===== config.mk =====
export PLATFORM = sky130hd
export DESIGN_NAME = crse_fifo
export DESIGN_NICKNAME = d
export VERILOG_FILES = /design/src/rtl/core/crse_fifo.sv
export SDC_FILE = /design/constraint.sdc
export NUM_CORES = 1
export LEC_CHECK = 0
export BUFFER_PORTS_ARGS = -buffer_cell sky130_fd_sc_hd__clkbuf_2
export CAP_MARGIN = 20
export CORE_MARGIN = 1.5
export CORE_UTILIZATION = 59
export CTS_CLUSTER_DIAMETER = 40
export DETAILED_ROUTE_END_ITERATION = 6
export PLACE_DENSITY = 0.83
export SLEW_MARGIN = 20
export SYNTH_ARGS = -nofsm -noshare
export SYNTH_HDL_FRONTEND = slang
export SYNTH_SLANG_ARGS = --single-unit

===== constraint.sdc =====
create_clock -name i_clk -period 4.7 [get_ports i_clk]
set_input_delay 0.705 -clock i_clk [delete_from_list [all_inputs] [get_ports i_clk]]
set_output_delay 0.705 -clock i_clk [all_outputs]
set_load 0.005 [all_outputs]

===== src/rtl/core/crse_fifo.sv =====
// ----------------------------------------------------------------------------
// crse_fifo: small job queue
// Register-based FIFO between the classifying front and the evaluating back.
// ----------------------------------------------------------------------------
module crse_fifo #(
    parameter int WIDTH = 8,
    parameter int DEPTH = 4
) (
    input  logic             i_clk,
    input  logic             i_rst_n,
    input  logic             i_push,
    input  logic [WIDTH-1:0] i_data,
    output logic             o_full,
    input  logic             i_pop,
    output logic [WIDTH-1:0] o_data,
    output logic             o_empty
);
    localparam int PTR_W = $clog2(DEPTH);

    logic [WIDTH-1:0] r_mem [DEPTH];
    logic [PTR_W-1:0] r_wr_ptr, n_wr_ptr;
    logic [PTR_W-1:0] r_rd_ptr, n_rd_ptr;
    logic [PTR_W:0]   r_count, n_count;

    // pointer and fill count update
    always_comb begin
        n_wr_ptr = r_wr_ptr;
        n_rd_ptr = r_rd_ptr;
        n_count  = r_count;
        if (i_push) begin
            n_wr_ptr = (r_wr_ptr == PTR_W'(DEPTH - 1)) ? '0 : r_wr_ptr + PTR_W'(1);
        end
        if (i_pop) begin
            n_rd_ptr = (r_rd_ptr == PTR_W'(DEPTH - 1)) ? '0 : r_rd_ptr + PTR_W'(1);
        end
        case ({i_push, i_pop})
            2'b10:   n_count = r_count + (PTR_W + 1)'(1);
            2'b01:   n_count = r_count - (PTR_W + 1)'(1);
            default: n_count = r_count;
        endcase
    end

    always_ff @(posedge i_clk) begin
        if (!i_rst_n) begin
            r_wr_ptr <= '0;
            r_rd_ptr <= '0;
            r_count  <= '0;
        end else begin
            r_wr_ptr <= n_wr_ptr;
            r_rd_ptr <= n_rd_ptr;
            r_count  <= n_count;
        end
    end

    // storage
    always_ff @(posedge i_clk) begin
        if (i_push) begin
            r_mem[r_wr_ptr] <= i_data;
        end
    end

    assign o_data  = r_mem[r_rd_ptr];
    assign o_full  = (r_count == (PTR_W + 1)'(DEPTH));
    assign o_empty = (r_count == '0);

endmodule


==> results of run 1 <==
[per-stage QoR]
| stage | utilization | hold WS, ns | std cells | worst slack [ns] |
|---|---|---|---|---|
| 3_3_place_gp | 0.6868 | 0.4864 | 138 | 2.550 |
| 4_1_cts | 0.7247 | 0.5283 | 146 | 2.210 |
| 5_1_grt | 0.7247 | 0.5638 | 146 | 2.129 |
| 6_report | 0.7247 | 0.5437 | 146 | 2.261 |
| 2_1_floorplan | - | 0.4656 | 89 | 2.727 |
| 3_5_place_dp | 0.6868 | 0.5065 | 138 | 2.499 |
[registers in the layout, summed over array words and instances, names as in the netlist, named ones only]
signal and flops:
r_wr_ptr 2, r_count 3, r_rd_ptr 2, r_mem 32
[worst min-delay path, cell delays in order (launching register included)]
cell	delay, ns
sky130_fd_sc_hd__dfxtp_1	0.35
sky130_fd_sc_hd__o21ai_0	0.09
sky130_fd_sc_hd__a21boi_1	0.06
[how the worst max path moves through the flow]
| stage | startpoint | end | cells past startpoint |
|---|---|---|---|
| final | flip-flop | o_data[2] | 2 |
| after detailed placement | i_push | r_count[2]$_SDFFE_PN0P_ | 8 |
| after floorplan | i_push | r_count[2]$_SDFFE_PN0P_ | 7 |
| after CTS | flip-flop | o_data[2] | 2 |
| after global placement | i_push | r_count[2]$_SDFFE_PN0P_ | 8 |
| after global routing | flip-flop | o_data[7] | 2 |
[area by class of cell]
class                      count  area, um^2
tap                           30       37.54
sequential                    41        1141
clock buffer                   7       87.58
multi-input combinational     40       441.7
timing repair buffer          21       105.1
inverter                       6       22.52
fill                         148       700.7
clock inverter                 1       8.758
[kinds of logic after synthesis]
kind of cell / share of synthesized area
buffers and inverters: 0.02392
flip-flops: 0.7037
multiplexers: 0.1235
AND/OR/NAND/NOR: 0.06095
AO/OA/AOI/OAI: 0.01852
XOR/XNOR: 0.01080
adder cells (fa/ha/maj): 0.05864
[synthesized netlist by cell type]
| cell | count | area [um^2] |
|---|---|---|
| sky130_fd_sc_hd__edfxtp_1 | 32 | 960.9 |
| sky130_fd_sc_hd__dfxtp_1 | 9 | 180.2 |
| sky130_fd_sc_hd__mux4_2 | 8 | 180.2 |
| sky130_fd_sc_hd__and2_1 | 6 | 37.54 |
| sky130_fd_sc_hd__ha_1 | 6 | 75.07 |
| sky130_fd_sc_hd__inv_1 | 6 | 22.52 |
| sky130_fd_sc_hd__nor2b_1 | 4 | 25.02 |
| sky130_fd_sc_hd__mux2i_1 | 2 | 20.02 |
| sky130_fd_sc_hd__nor3b_1 | 2 | 15.01 |
| sky130_fd_sc_hd__o21ai_0 | 2 | 10.01 |
| sky130_fd_sc_hd__a21boi_1 | 1 | 7.510 |
| sky130_fd_sc_hd__a21oi_1 | 1 | 5.000 |
| sky130_fd_sc_hd__and3_1 | 1 | 6.260 |
| sky130_fd_sc_hd__buf_6 | 1 | 11.26 |
| sky130_fd_sc_hd__clkbuf_2 | 1 | 5.000 |
| sky130_fd_sc_hd__fa_1 | 1 | 20.02 |
| sky130_fd_sc_hd__nand2_1 | 1 | 3.750 |
| sky130_fd_sc_hd__nor3_1 | 1 | 5.000 |
| sky130_fd_sc_hd__o21a_1 | 1 | 7.510 |
| sky130_fd_sc_hd__or3_1 | 1 | 6.260 |
| sky130_fd_sc_hd__xnor2_1 | 1 | 8.760 |
| sky130_fd_sc_hd__xor2_1 | 1 | 8.760 |
[where the power goes]
part	internal (W)	leakage [nW]	switching, W	total [W]
registers	0.000409	0.368	0.0000122	0.000422
clock network	0.000125	0.0522	0.000111	0.000235
logic	0.0000386	0.264	0.0000334	0.0000720
total	0.000573	0.684	0.000156	0.000729
[layer usage]
metal  global-route usage  wire [um]  vias to the layer above
met5                    0          0                        -
li1                     -          -                      388
met1               0.2111        961                      392
met3              0.05152        121                        5
met4              0.09408         44                        0
met2               0.2959       1269                       33
==> Implementation_results.wiki, run 1 <==
{| class="wikitable"
! Metric !! Value
|-
| Reported leakage power || 0.6841 nW
|-
| Top cell family by delay on the critical path || flip-flops
|-
| Buffers on Ports || 21
|-
| Synthesis warning total || 0
|-
| Combined area of all synthesized cells || 1622 um^2
|-
| Die Area || 3072 um^2
|-
| Hold Path Origin || r_count[2]$_SDFFE_PN0P_
|-
| Worst Reg-to-Reg Cells || 5
|-
| TritonCTS Sinks || 41
|-
| Startpoint class of the critical path || flip-flop
|-
| Post-DP Area || 1748 um^2
|-
| Clock edge transition at the registers on the reported setup and hold paths || 0.12 ns
|-
| Worst-case hold path end point || r_count[2]$_SDFFE_PN0P_
|-
| Avg Vias per Cell || 5.603
|-
| Relative area change from synthesis to final layout || 13.73%
|-
| Die height || 55.43 um
|-
| Number of gates resized after CTS || 0
|-
| Overall power consumption || 0.0007290 W
|-
| Pin count of the biggest net entering global routing || 15
|-
| Commonest non-fill, non-tap cell in the layout || sky130_fd_sc_hd__edfxtp_1
|-
| Wire length of the first global-routing pass || 3912 um
|-
| Flops & latches, synth || 41
|-
| Clock tree from TritonCTS || built
|-
| Top library cells by usage in the layout, fill and taps aside || sky130_fd_sc_hd__edfxtp_1 (32), sky130_fd_sc_hd__clkbuf_2 (21), sky130_fd_sc_hd__dfxtp_1 (9)
|-
| HPWL after detailed placement || 1626 um
|-
| Synthesized instance count || 89
|-
| Reg-to-reg setup timing slack || 3.13 ns
|-
| CP Capture Type || primary output
|-
| Weighted congestion reported at the end of routability-driven placement || 0.7419
|-
| Buffering stage count on the worst path with inverters included || 1
|-
| Final Hold Vio Count || 0
|-
| Post-cts hold buffer count || 0
|-
| Number of nets in the final layout || 134
|-
| Number of antenna violations at the first check in global routing || 0
|-
| Max-capacitance violation count || 0
|-
| Crit path required time || 3.99 ns
|-
| Fraction of layout cells with a size suffix above 1 || 0.3190
|-
| Fin Clk Skew || 0.005122 ns
|-
| Remaining design rule violation count || 0
|-
| Max-slew violation count || 0
|-
| Number of clock buffers inserted by TritonCTS || 5
|-
| Final setup viols || 0
|-
| Synthesized area divided by synthesized cell count || 18.22 um^2
|-
| Worst setup path class || flip-flop to primary output
|-
| Arrival time worst endpoint || 1.73 ns
|-
| Total I/O pin count || 22
|-
| Path type of the worst min-delay path || flip-flop to flip-flop
|-
| Routed Wire Length || 2397 um
|-
| Detailed router's first-iteration violation count || 15
|-
| Drt pass-1 iters || 4
|-
| Reg-to-reg critical path startpoint || r_count[0]$_SDFFE_PN0P_
|-
| Portion of the post-synthesis area used by sequential elements || 0.7037
|-
| Summed area of non-filler cells in the final layout || 1844 um^2
|-
| Placeable core region || 2545 um^2
|-
| Root Buffer Master || sky130_fd_sc_hd__clkbuf_4
|-
| Via count || 818
|-
| H-tree level count || 2
|-
| Aggregate negative setup slack || 0 ns
|-
| Power Dens Cells || 395.3 nW/um^2
|-
| Routed WL per cell || 16.42 um
|-
| Cells on Worst Hold Path || 2
|-
| Remaining max-slew budget at the tightest pin || 0.6433
|-
| Total setup buffers inserted after CTS || 0
|-
| Starting density of the core || 0.6372
|-
| Maximum achievable frequency || 409.9 MHz
|-
| Cell at the slowest stage of the critical path || sky130_fd_sc_hd__dfxtp_1
|-
| Number of distinct standard cells referenced by the synthesized netlist || 22
|-
| Gr ovfl total || 0
|-
| FF-to-FF End || r_count[2]$_SDFFE_PN0P_
|-
| Stage delay of the slowest cell on the critical path || 0.68 ns
|-
| Remaining antenna violation count after routing || 0
|-
| Slew @ Worst Pin || 0.5344 ns
|-
| Result of the run || finished clean
|-
| Crit path cell chain || mux4_2, clkbuf_2
|-
| Net Count, Synth || 108
|-
| Final worst-path cycle share || 0.5190
|-
| Critical Path Fanout Max || 8
|-
| Count of standard-cell rows || 18
|-
| Tmin final || 2.439 ns
|-
| Number of global-route vias before repair || 831
|-
| RSZ-0062 raised after global routing || no
|-
| Total routing usage reported by global routing || 0.1785
|-
| Insertion delay to the later sink of the worst-skew pair || 0.34 ns
|-
| Buffers from clock root to sink, at most || 2
|-
| Die boundary width || 55.43 um
|-
| N_diodes || 0
|-
| Worst IR drop on VDD || 301.5 uV
|}
No activity file was read; power rests on OpenSTA's default activity.
==> run 2, diff against run 1 <==
Settings changed: CORE_UTILIZATION 59 to 50, PLACE_DENSITY 0.83 to 0.76.
Clock period 4.7 ns to 1.95 ns, I/O delays scaled along.
==> Implementation_results.wiki, run 2 (synthesis gave the netlist of run 1 again) <==
{| class="wikitable"
! Metric !! Value
|-
| Fraction of layout cells with a size suffix above 1 || 0.3162
|-
| Die boundary width || 59.95 um
|-
| Fraction of power spent switching nets || 0.2133
|-
| Crit path required time || 1.66 ns
|-
| Largest register by flop count || r_mem
|-
| Routed WL per cell || 14.11 um
|-
| Sequential share of power || 0.591
|-
| Slew @ Worst Pin || 0.4331 ns
|-
| Combined area of the multi-input logic cells || 441.7 um^2
|-
| Number of clock buffers inserted by TritonCTS || 5
|-
| Pin count of the biggest net entering global routing || 14
|-
| Path type of the worst min-delay path || input pin to flip-flop
|-
| Filler Cell Count || 247
|-
| Total setup buffers inserted after CTS || 0
|-
| Avg Vias per Cell || 4.963
|-
| Gr ovfl total || 0
|-
| Post-DP Area || 1773 um^2
|-
| Buffers on Ports || 21
|-
| Final worst-path cycle share || 0.9287
|-
| Die height || 59.95 um
|-
| Starting density of the core || 0.5268
|-
| Commonest non-fill, non-tap cell in the layout || sky130_fd_sc_hd__edfxtp_1
|-
| Fin Clk Skew || 0.005665 ns
|-
| Fraction of power consumed by the clock network || 0.307
|-
| Worst setup path class || flip-flop to primary output
|-
| Drt pass-1 iters || 4
|-
| Internal power contribution || 0.001346 W
|-
| Power Dens Cells || 923.6 nW/um^2
|-
| Clock tree from TritonCTS || built
|-
| Detailed router's first-iteration violation count || 17
|-
| Via count || 799
|-
| Weighted congestion reported at the end of routability-driven placement || 0.7661
|-
| CP Capture Type || primary output
|-
| Summed area of non-filler cells in the final layout || 1852 um^2
|-
| Largest registers in the final layout || r_mem: 32 flops, r_count: 3 flops
|-
| Total routing usage reported by global routing || 0.1493
|-
| Startpoint class of the critical path || flip-flop
|-
| Wire length of the first global-routing pass || 3574 um
|-
| N_diodes || 0
|-
| Number of nets in the final layout || 135
|-
| Number of gates resized after CTS || 0
|-
| Critical Path Fanout Max || 8
|-
| Number of global-route vias before repair || 814
|-
| Maximum achievable frequency || 552.2 MHz
|-
| Post-cts hold buffer count || 0
|-
| Root Buffer Master || sky130_fd_sc_hd__clkbuf_4
|-
| H-tree level count || 2
|-
| Total I/O pin count || 22
|-
| Relative area change from synthesis to final layout || 14.20%
|-
| Count of standard-cell rows || 20
|-
| RSZ-0062 raised after global routing || no
|-
| Reported leakage power || 0.6759 nW
|-
| Final Hold Vio Count || 0
|-
| Buffers from clock root to sink, at most || 2
|-
| Final setup viols || 0
|-
| Max-slew violation count || 0
|-
| Clock edge transition at the registers on the reported setup and hold paths || 0.11 ns
|-
| Placeable core region || 3078 um^2
|-
| Result of the run || finished clean
|-
| Max-capacitance violation count || 0
|-
| Aggregate negative setup slack || 0 ns
|-
| Insertion delay to the later sink of the worst-skew pair || 0.33 ns
|-
| TritonCTS Sinks || 41
|-
| HPWL after detailed placement || 1587 um
|-
| Number of antenna violations at the first check in global routing || 0
|-
| Routed Wire Length || 2271 um
|-
| Remaining design rule violation count || 0
|-
| Remaining antenna violation count after routing || 0
|-
| Remaining max-slew budget at the tightest pin || 0.7113
|-
| Flip-flop count of the largest register after layout || 32
|-
| Relative contribution of combinational cells to total power || 0.103
|-
| Net load switching power || 0.0003647 W
|-
| Die Area || 3594 um^2
|-
| Arrival time worst endpoint || 1.52 ns
|-
| FF+latch area || 1141 um^2
|-
| Worst IR drop on VDD || 517.1 uV
|-
| Top library cells by usage in the layout, fill and taps aside || sky130_fd_sc_hd__edfxtp_1 (32), sky130_fd_sc_hd__clkbuf_2 (21), sky130_fd_sc_hd__dfxtp_1 (9)
|-
| Tmin final || 1.811 ns
|}
==> run 2: through the flow <==
step             util  power [W]  hold WS, ns  instances  setup slack, ns
6_report       0.6016   0.001710       0.1668        161           0.1390
5_1_grt        0.6016   0.001795       0.1389        161          0.04185
4_1_cts        0.6016   0.001735       0.1553        161          0.09227
3_5_place_dp   0.5760   0.001210       0.5080        153           0.1405
3_3_place_gp   0.5760   0.001199       0.4799        153           0.2159
2_1_floorplan       -   0.001138       0.3914         89           0.3892
==> run 2: path summary, 6_finish.rpt <==
kind	startpoint	to	slack [ns]	cells past startpoint
worst min register to register	r_count[2]$_SDFFE_PN0P_	r_count[2]$_SDFFE_PN0P_	0.52	2
worst max-delay path	flip-flop	o_data[6]	0.14	3
worst max register to register	r_count[0]$_SDFFE_PN0P_	r_count[2]$_SDFFE_PN0P_	0.40	5
worst min-delay path	i_data[2]	r_mem[3][2]$_DFFE_PP_	0.17	1
==> run 2: cell type report <==
cell class / instances / share of cell area
flip-flops and latches: 41 / 0.6162
multi-input cells: 40 / 0.2385
repair buffers: 22 / 0.06081
well taps: 44 / 0.02973
clock inverters: 3 / 0.02230
clock buffers: 5 / 0.02027
inverters: 6 / 0.01216
==> run 2: critical path, stage by stage (launching register included) <==
cell                       delay, ns
sky130_fd_sc_hd__dfxtp_1        0.33
sky130_fd_sc_hd__buf_4          0.20
sky130_fd_sc_hd__mux4_2         0.53
sky130_fd_sc_hd__clkbuf_2       0.13
==> run 2: power by group through the flow <==
stage                     registers, W  logic, W  clock network [W]
after floorplan                0.00102  0.000117                  0
after global placement         0.00103  0.000172                  0
after detailed placement       0.00103  0.000180                  0
after CTS                      0.00101  0.000181           0.000544
after global routing           0.00102  0.000200           0.000580
final                          0.00101  0.000176           0.000524
==> run 2: layer usage <==
metal,up-vias,global-route usage,routed length (um)
li1,390,-,-
met1,386,0.1605,915
met2,18,0.2593,1230
met3,5,0.05195,100
met4,0,0.07302,25
met5,-,0,0
