File: config.mk
export PLATFORM = sky130hd
export DESIGN_NAME = crse_front
export DESIGN_NICKNAME = d
export VERILOG_FILES = /design/src/rtl/core/crse_pkg.sv /design/src/rtl/core/crse_front.sv
export SDC_FILE = /design/constraint.sdc
export NUM_CORES = 1
export LEC_CHECK = 0
export ABC_AREA = 0
export BUFFER_PORTS_ARGS = -buffer_cell sky130_fd_sc_hd__buf_2
export CAP_MARGIN = 15
export CORE_MARGIN = 2
export CORE_UTILIZATION = 40
export CTS_BUF_LIST = sky130_fd_sc_hd__clkbuf_8
export DETAILED_ROUTE_END_ITERATION = 8
export HOLD_SLACK_MARGIN = 0.15
export PLACE_DENSITY = 0.76
export SLEW_MARGIN = 20
export SYNTH_ARGS = -nofsm -noshare
export SYNTH_HDL_FRONTEND = slang
export SYNTH_SLANG_ARGS = --single-unit
File: constraint.sdc
create_clock -name i_clk -period 52.3 [get_ports i_clk]
set_input_delay 15.69 -clock i_clk [delete_from_list [all_inputs] [get_ports i_clk]]
set_output_delay 15.69 -clock i_clk [all_outputs]
set_load 0.05 [all_outputs]
File: src/rtl/core/crse_pkg.sv
// ----------------------------------------------------------------------------
// crse_pkg: shared types and constants of the spline evaluator
// Item layouts, queue job layout, field widths and command and status codes.
// ----------------------------------------------------------------------------
package crse_pkg;

    // field widths
    localparam int COORD_W    = 32;              // Q16.16 coordinate
    localparam int FRAC_W     = 16;              // fraction bits of t and u
    localparam int T_W        = FRAC_W + 1;      // t_param, 1.0 included
    localparam int NUM_W      = 7;               // num_points register
    localparam int IDX_W      = 6;               // point_index field
    localparam int CW         = 38;              // Horner intermediates
    localparam int PRODW      = CW + FRAC_W + 1; // intermediate times u

    localparam int NUM_TAPS   = 4;               // control points per segment
    localparam int NUM_AXES   = 3;
    localparam int MIN_POINTS = 4;
    localparam int Q_DEPTH    = 4;               // front to back job queue

    localparam logic [T_W-1:0] T_ONE = {1'b1, {FRAC_W{1'b0}}};

    localparam logic [COORD_W-1:0] SAT_MAX = {1'b0, {(COORD_W - 1){1'b1}}};
    localparam logic [COORD_W-1:0] SAT_MIN = {1'b1, {(COORD_W - 1){1'b0}}};

    // command codes
    localparam logic CMD_WRITE = 1'b0;
    localparam logic CMD_EVAL  = 1'b1;

    // status codes
    localparam logic ST_OK  = 1'b0;
    localparam logic ST_FEW = 1'b1;

    typedef struct packed {
        logic signed [COORD_W-1:0] x;
        logic signed [COORD_W-1:0] y;
        logic signed [COORD_W-1:0] z;
    } t_point;

    typedef struct packed {
        logic                      cmd;
        logic [IDX_W-1:0]          point_index;
        logic signed [COORD_W-1:0] point_x;
        logic signed [COORD_W-1:0] point_y;
        logic signed [COORD_W-1:0] point_z;
        logic [T_W-1:0]            t_param;
    } t_in_item;

    typedef struct packed {
        logic signed [COORD_W-1:0] pos_x;
        logic signed [COORD_W-1:0] pos_y;
        logic signed [COORD_W-1:0] pos_z;
        logic                      status;
    } t_out_item;

    // classified job handed from front to back
    typedef struct packed {
        logic              is_wr;   // store write, no result
        logic              err;     // too few points
        logic [FRAC_W-1:0] u;       // local segment parameter
        t_point            wdata;   // point for a store write
    } t_job;

endpackage

File: src/rtl/core/crse_front.sv
// ----------------------------------------------------------------------------
// crse_front: item intake and classification
// Holds num_points, splits writes from evaluations, finds the segment, the
// local parameter and the four control point slots, and queues the job.
// ----------------------------------------------------------------------------
module crse_front #(
    parameter int MAX_POINTS = 64
) (
    input  logic                         i_clk,
    input  logic                         i_rst_n,
    input  logic                         i_cfg_valid,
    output logic                         o_cfg_ready,
    input  logic [crse_pkg::NUM_W-1:0]   i_cfg_data,
    input  logic                         i_in_valid,
    output logic                         o_in_stall,
    input  crse_pkg::t_in_item           i_in_item,
    input  logic                         i_q_full,
    output logic                         o_q_push,
    output crse_pkg::t_job               o_job,
    output logic [crse_pkg::NUM_TAPS-1:0][$clog2(MAX_POINTS)-1:0] o_idx
);
    import crse_pkg::*;

    localparam int AW  = $clog2(MAX_POINTS);
    localparam int NW  = $clog2(MAX_POINTS + 1);
    localparam int SW  = NW + 1;
    localparam int PRW = T_W + NW;

    logic [NUM_W-1:0] r_num_points;
    logic [NW-1:0]    w_n;
    logic [SW-1:0]    w_n_s;
    logic [T_W-1:0]   w_t;
    logic [PRW-1:0]   w_prod;
    logic [SW-1:0]    w_seg, w_sc, w_s1, w_s2, w_i0, w_i2, w_i3;
    logic             w_err, w_is_wr, w_slot_ok;

    // configuration register, always ready
    assign o_cfg_ready = 1'b1;

    always_ff @(posedge i_clk) begin
        if (!i_rst_n) begin
            r_num_points <= '0;
        end else if (i_cfg_valid) begin
            r_num_points <= i_cfg_data;
        end
    end

    // segment and neighbor slots
    always_comb begin
        w_n   = (int'(r_num_points) > MAX_POINTS) ? NW'(MAX_POINTS) : NW'(r_num_points);
        w_n_s = SW'(w_n);
        w_err = (w_n < NW'(MIN_POINTS));
        w_t   = (i_in_item.t_param > T_ONE) ? T_ONE : i_in_item.t_param;
        w_prod = PRW'(w_t) * PRW'(w_n);
        w_seg = SW'(w_prod >> FRAC_W);
        // t of one lands on the last segment with u of zero
        w_sc  = (w_seg >= w_n_s) ? w_n_s - SW'(1) : w_seg;
        w_i0  = (w_sc == '0) ? '0 : w_sc - SW'(1);
        w_s1  = w_sc + SW'(1);
        w_s2  = w_sc + SW'(2);
        w_i2  = (w_s1 >= w_n_s) ? w_s1 - w_n_s : w_s1;
        w_i3  = (w_s2 >= w_n_s) ? w_s2 - w_n_s : w_s2;
    end

    // job build
    always_comb begin
        w_is_wr   = (i_in_item.cmd == CMD_WRITE);
        w_slot_ok = (int'(i_in_item.point_index) < MAX_POINTS);

        o_job.is_wr   = w_is_wr;
        o_job.err     = w_err;
        o_job.u       = w_prod[FRAC_W-1:0];
        o_job.wdata.x = i_in_item.point_x;
        o_job.wdata.y = i_in_item.point_y;
        o_job.wdata.z = i_in_item.point_z;

        o_idx[0] = w_is_wr ? AW'(i_in_item.point_index) : AW'(w_i0);
        o_idx[1] = AW'(w_sc);
        o_idx[2] = AW'(w_i2);
        o_idx[3] = AW'(w_i3);
    end

    // writes to a slot outside the store are taken and dropped
    assign o_in_stall = i_q_full;
    assign o_q_push   = i_in_valid && !i_q_full && (!w_is_wr || w_slot_ok);

endmodule

==> results_dict.tcl, run 1 <==
set metrics [dict create \
    yosysMostFrequentCell "buf_4" \
    cp-start-kind "input pin" \
    fp.dieH_um 132.2 \
    yosys.area.top_type "fa_1" \
    top_register "r_num_points" \
    nets 1049 \
    wl_per_cell_um 16.34 \
    clock_latency_ns 0.22 \
    slowest_delay_ns 0.90 \
    cts_setup_buffers 0 \
    syn_area_um2 6570 \
    antenna_found_initial 2 \
    grt_start_max_net_pins 17 \
    nFillCells 1612 \
    vias_per_cell 5.454 \
    cts_tree "done" \
    vias 5394 \
    synthFlopType "dfxtp_1" \
    worst_pin_slew_ns 1.090 \
    yosys_warnings 0 \
    tns_ns 0 \
    dp_hpwl_um 13200 \
    total_power_mw 0.2100 \
    outcome "finished clean" \
    cp_slowest_cell "nor2_1" \
    finalClockSkew_ns 0 \
    rsz0062_at_grt "false" \
    synth.area.top_cells "fa_1 (23%), ha_1 (13%), buf_4 (12%)" \
    cts_buffer_depth 2 \
    post-place-ws_ns 9.920 \
    synth_seq_cells 7 \
    critPathMaxFanout 16 \
    grt_remaining_overflow 0 \
    syn_avg_cell_area_um2 8.121 \
    drtAntennaViolNets 0 \
    synth_cell_types 68 \
    synthTopCellsByCount "buf_4 (101), inv_1 (96), fa_1 (76), nand2_1 (74), and2_1 (70)" \
    pwr_density_cell_nw_per_um2 32.57 \
    arrival_ns 26.70 \
    async_flop_share 0 \
    area_delta_synth_final_pct -1.847 \
    cts_max_level 1 \
    gp_congestion 0.9717 \
    fin_ws_ns 9.915 \
    syn-instance-count 809 \
    crit_required_ns 36.61 \
    io_buffers 79 \
    synth_edf_count 0 \
    wl_um 16160 \
    chipWidth_um 132.2 \
    yosysSeqAreaShare 0.02133 \
    period_share 0.8104 \
    largestRegisters "r_num_points (7)" \
    max_slew_margin 0.2704 \
    drv_slew 0 \
    num_io_pins 273 \
    cts_buffers 3 \
    fmax_mhz 23.59 \
    dieArea_um2 17470 \
    cts_sinks 7 \
    grt_pass1_wl_um 26530 \
    fin_crit_ns 42.39 \
    finalHoldViolCount 0 \
    cts_hold_buf 0 \
    worst_setup_path_end_kind "primary output" \
    finalSetupViolCount 0 \
    clkTransAtPathRegs_ns 0.04 \
    row_count 46 \
    cap_violations 0 \
    yosysTopAreaCellShare 0.2316 \
    holdWs_ns 0.5340 \
    drc_errors 0 \
    dr.pass1.iters 5 \
    drt_iter0_markers 476 \
    worstSetupPathType "input pin to primary output" \
    critical-path-top-delay-family "compound AO/OA/AOI/OAI gates" \
    grt_usage 0.1802 \
    leakage_nw 3.258 \
    hold_class "flop to flop" \
    largest_reg_flops 7 \
    start_util 0.4121 \
    post_cts_resize_count 0 \
    core_region_area_um2 15940 \
    drive_gt1_frac 0.1479 \
    root_buffer "clkbuf_8" \
    grt_pass1_vias 5322 \
    irDropWorstVdd_mv 0.05371 \
    syn-num-nets 1086 \
    critPathBufInv 5 \
]
[worst reg2reg max path, stage by stage (launching register included)]
cell     delay (ns)
dfxtp_1        0.49
mux2i_1        0.12
nor2b_1        0.11
[cells by family (layout without fill, tap and decap cells)]
group,Yosys count,count (layout),synth area share
AO/OA/AOI/OAI,134,134,0.1485
adder cells (fa/ha/maj),145,145,0.3630
buffers and inverters,218,180,0.1832
other,1,3,0.0005708
multiplexers,22,22,0.03657
XOR/XNOR,39,39,0.05313
AND/OR/NAND/NOR,243,243,0.1937
flip-flops,7,7,0.02133
[per-layer routing]
metal	global-route usage	vias up	wire (um)
met5	0.01667	-	48
met3	0.04844	41	1391
met4	0.04831	4	331
li1	-	2504	-
met2	0.2821	249	7494
met1	0.2442	2596	6896
[cells in the final DEF (no fill, tap or decap), types with 3 or more instances in the layout]
cell type and count:
a211o_1 4, a211oi_1 3, a21o_1 16, a21oi_1 36, a22o_1 4, a41oi_1 4, and2_1 70, and3_1 7
buf_2 79, clkbuf_8 3, dfxtp_1 7, fa_1 76, ha_1 69, inv_1 97, mux2_2 8, mux2i_1 12
nand2_1 74, nand2b_1 4, nand3_1 11, nand4_1 7, nor2_1 30, nor2b_1 14, nor3_1 6, nor4_1 5
o211ai_1 3, o21a_1 6, o21ai_0 23, o22ai_1 4, o31ai_1 3, xnor2_1 22, xor2_1 16
[final cells by class]
| cell class | instances | area (um^2) | share of cell area |
|---|---|---|---|
| Sequential cell | 7 | 140.1 | 0.02173 |
| Antenna cell | 2 | 5.005 | 0.0007761 |
| Inverter | 97 | 364.1 | 0.05646 |
| Timing Repair Buffer | 79 | 395.4 | 0.06131 |
| Multi-Input combinational cell | 584 | 5229 | 0.8108 |
| Clock inverter | 1 | 3.754 | 0.0005821 |
| Clock buffer | 3 | 41.29 | 0.006403 |
| Tap cell | 216 | 270.3 | 0.04191 |
[final timing paths]
path | slack [ns] | start | end | depth (start not counted)
max | 9.91 | i_in_item[8] | o_idx[12] | 39
min | 0.53 | r_num_points[1]$_SDFFE_PN0P_ | r_num_points[1]$_SDFFE_PN0P_ | 2
max reg2reg | 51.52 | r_num_points[6]$_SDFFE_PN0P_ | r_num_points[6]$_SDFFE_PN0P_ | 2
min reg2reg | 0.53 | r_num_points[1]$_SDFFE_PN0P_ | r_num_points[1]$_SDFFE_PN0P_ | 2
[power by group]
| part | switching [mW] | internal (mW) | leakage, nW | total, mW |
|---|---|---|---|---|
| clock | 0.00218 | 0.00506 | 0.0269 | 0.00724 |
| sequential | 0.000310 | 0.00569 | 0.0578 | 0.00600 |
| combinational | 0.134 | 0.0629 | 3.17 | 0.197 |
[through the flow]
| step | cells | util | instance area, um^2 |
|---|---|---|---|
| 2_1_floorplan | 809 | - | 6570 |
| 3_3_place_gp | 983 | 0.4012 | 6396 |
| 3_5_place_dp | 983 | 0.4012 | 6396 |
| 4_1_cts | 987 | 0.4040 | 6441 |
| 5_1_grt | 988 | 0.4043 | 6446 |
| 6_report | 989 | 0.4045 | 6449 |
No activity file was read; power rests on OpenSTA's default activity.
==> run 2, diff against run 1 <==
Settings changed: ABC_AREA 0 to 1, PLACE_DENSITY 0.76 to 0.75.
Clock period 52.3 ns to 39.3 ns, I/O delays scaled along.
==> run 2 against run 1 <==
Die area increased by 7.5%. Register-to-register slack got worse by 13 ns. Cell count up 31%. Wire length up 10%. Clock power increased by 34%. Clock skew unchanged. Sequential share of layout area decreased by 0.17 points. Combinational power up 45%. Global-route usage rose by 0.95 points. Non-clock buffer count up 2. Clock-buffer cell count is the same. Area after synthesis is 7.7% higher.
==> results_dict.tcl, run 2 <==
set metrics [dict create \
    outcome "finished clean" \
    leakage_nw 4.115 \
    yosysMostFrequentCell "nand2_1" \
    pwr_density_cell_nw_per_um2 43.57 \
    post_cts_resize_count 0 \
    fp.dieH_um 137.0 \
    finalSetupViolCount 0 \
    grt_usage 0.1897 \
    dp_hpwl_um 15290 \
    cts_sinks 7 \
    fin_area_um2 6979 \
    synthFlopType "dfxtp_1" \
    crit_required_ns 27.51 \
    worst_pin_slew_ns 0.8366 \
    synth.area.top_cells "fa_1 (21%), nand2_1 (14%), ha_1 (12%)" \
    yosys_warnings 0 \
    top_register "r_num_points" \
    arrival_ns 21.30 \
    tns_ns 0 \
    max_slew_margin 0.4409 \
    mostFrequentLayoutCells "nand2_1 (272), inv_1 (207), nor2_1 (138), buf_2 (79), fa_1 (76)" \
    clock_latency_ns 0.22 \
    async_flop_share 0 \
    finalHoldViolCount 0 \
    hold_end "r_num_points[5]$_SDFFE_PN0P_" \
    grt_pass1_wl_um 28640 \
    crit_path_frequent_cell "nand2_1" \
    diodes 0 \
    cp_slowest_cell "nor4_1" \
    cts_buffer_depth 2 \
    worst_setup_path_end_kind "primary output" \
    r2r_start "r_num_points[6]$_SDFFE_PN0P_" \
    critPathMaxFanout 17 \
    irDropWorstVdd_mv 0.06615 \
    cts_hold_buf 0 \
    cts_buffers 3 \
    area_delta_synth_final_pct -1.379 \
    top_usage_layer "met2" \
    root_buffer "clkbuf_8" \
    critPathBufInv 10 \
    holdPathStages 2 \
    drc_errors 0 \
    yosysSeqAreaShare 0.01980 \
    dieArea_um2 18770 \
    synth_cell_types 42 \
    finalClockSkew_ns 0 \
    place_area_um2 6934 \
    syn_avg_cell_area_um2 6.463 \
    wl_per_cell_um 13.83 \
    syn-instance-count 1095 \
    grt.met3_usage 0.01556 \
    grt_pass1_vias 6039 \
    vias_per_cell 4.948 \
    synth_seq_cells 7 \
    antenna_found_initial 0 \
    drt_iter0_markers 355 \
    syn-num-nets 1372 \
    largestRegisters "r_num_points (7)" \
    yosys.area.top_type "fa_1" \
    drv_slew 0 \
    chipWidth_um 137.0 \
    reg2regPathDepth 2 \
    core_region_area_um2 17300 \
    start_util 0.4091 \
    reg2reg_slack_ns 38.06 \
    clkTransAtPathRegs_ns 0.04 \
    cts_tree "done" \
    wl_um 17860 \
    nets 1344 \
    cts_max_level 1 \
    slowest_delay_ns 0.61 \
    hold_class "flop to flop" \
    gr-usage-met2 0.3242 \
    io_buffers 79 \
    yosysTopAreaCellShare 0.2150 \
    fin_crit_ns 33.09 \
    cap_violations 0 \
    worstSetupPathType "input pin to primary output" \
    num_io_pins 273 \
    synth_edf_count 0 \
    cp-start-kind "input pin" \
    drtAntennaViolNets 0 \
    rsz0062_at_grt "false" \
    reg2reg_to "r_num_points[6]$_SDFFE_PN0P_" \
    drive_gt1_frac 0.1229 \
    syn_area_um2 7077 \
    dr.pass1.iters 5 \
    layout_commonest_cell "nand2_1" \
    largest_reg_flops 7 \
    synthTopCellsByCount "nand2_1 (272), inv_1 (206), nor2_1 (138), buf_4 (100), fa_1 (76)" \
    cts_setup_buffers 0 \
    vias 6388 \
    row_count 48 \
    period_share 0.8420 \
    min_from "r_num_points[5]$_SDFFE_PN0P_" \
    fmax_mhz 30.22 \
    grt_start_max_net_pins 19 \
    gp_congestion 0.9733 \
    critical-path-top-delay-family "adder cells" \
    use_met1 0.2539 \
    grt_remaining_overflow 0 \
]
-- run 2: cell type report --
type / count / area [um^2]
inverters: 214 / 803.3
multi-input cells: 760 / 5299
fillers: 1868 / 10320
flip-flops and latches: 7 / 140.1
clock inverters: 1 / 3.754
clock buffers: 3 / 41.29
repair buffers: 81 / 410.4
well taps: 225 / 281.5
-- run 2: worst max path at each step --
stage	start	end	slack, ns	depth (start not counted)
finish	i_in_item[14]	o_idx[22]	6.21	48
floorplan	i_in_item[8]	o_idx[22]	7.53	51
detailed placement	i_in_item[14]	o_idx[22]	6.21	50
global placement	i_in_item[14]	o_idx[22]	6.36	50
CTS	i_in_item[14]	o_idx[22]	6.20	50
global route	i_in_item[14]	o_idx[19]	5.44	48
-- run 2: tightest hold or removal path: cells and delay by family (launching register included) --
family,cells,cell delay [ns]
compound gates,1,0.06
buf+inv,1,0.07
flops,1,0.30
-- run 2: power breakdown --
| group | switching [mW] | internal (mW) | total (mW) |
|---|---|---|---|
| registers | 0.000611 | 0.00765 | 0.00826 |
| logic | 0.208 | 0.0780 | 0.286 |
| clock network | 0.00293 | 0.00673 | 0.00967 |
-- run 2: through the flow --
stage,utilization,setup slack [ns],std cells,hold WS [ns],power (mW)
finish,0.4035,6.208,1291,0.4773,0.3041
global route,0.4035,5.443,1291,0.5302,0.3309
CTS,0.4035,6.199,1291,0.4780,0.3041
detailed placement,0.4009,6.205,1287,0.4727,0.2930
global placement,0.4009,6.360,1287,0.4671,0.2910
floorplan,-,7.528,1095,0.4483,0.2618
-- run 2: kinds of logic after synthesis --
family,count (synthesis),share of synthesized area
AOI/OAI and AO/OA,51,0.04084
buffers and inverters,328,0.2314
xor gates and xnor gates,29,0.03589
and+or+nand+nor,534,0.3345
other,1,0.0005299
adders and majority gates,145,0.3370
DFF,7,0.01980
-- run 2: per-layer routing --
| metal | part of all wire | routed length, um |
|---|---|---|
| met5 | 0 | 0 |
| met4 | 0.025 | 439 |
| met3 | 0.070 | 1243 |
| met2 | 0.48 | 8568 |
| met1 | 0.43 | 7606 |
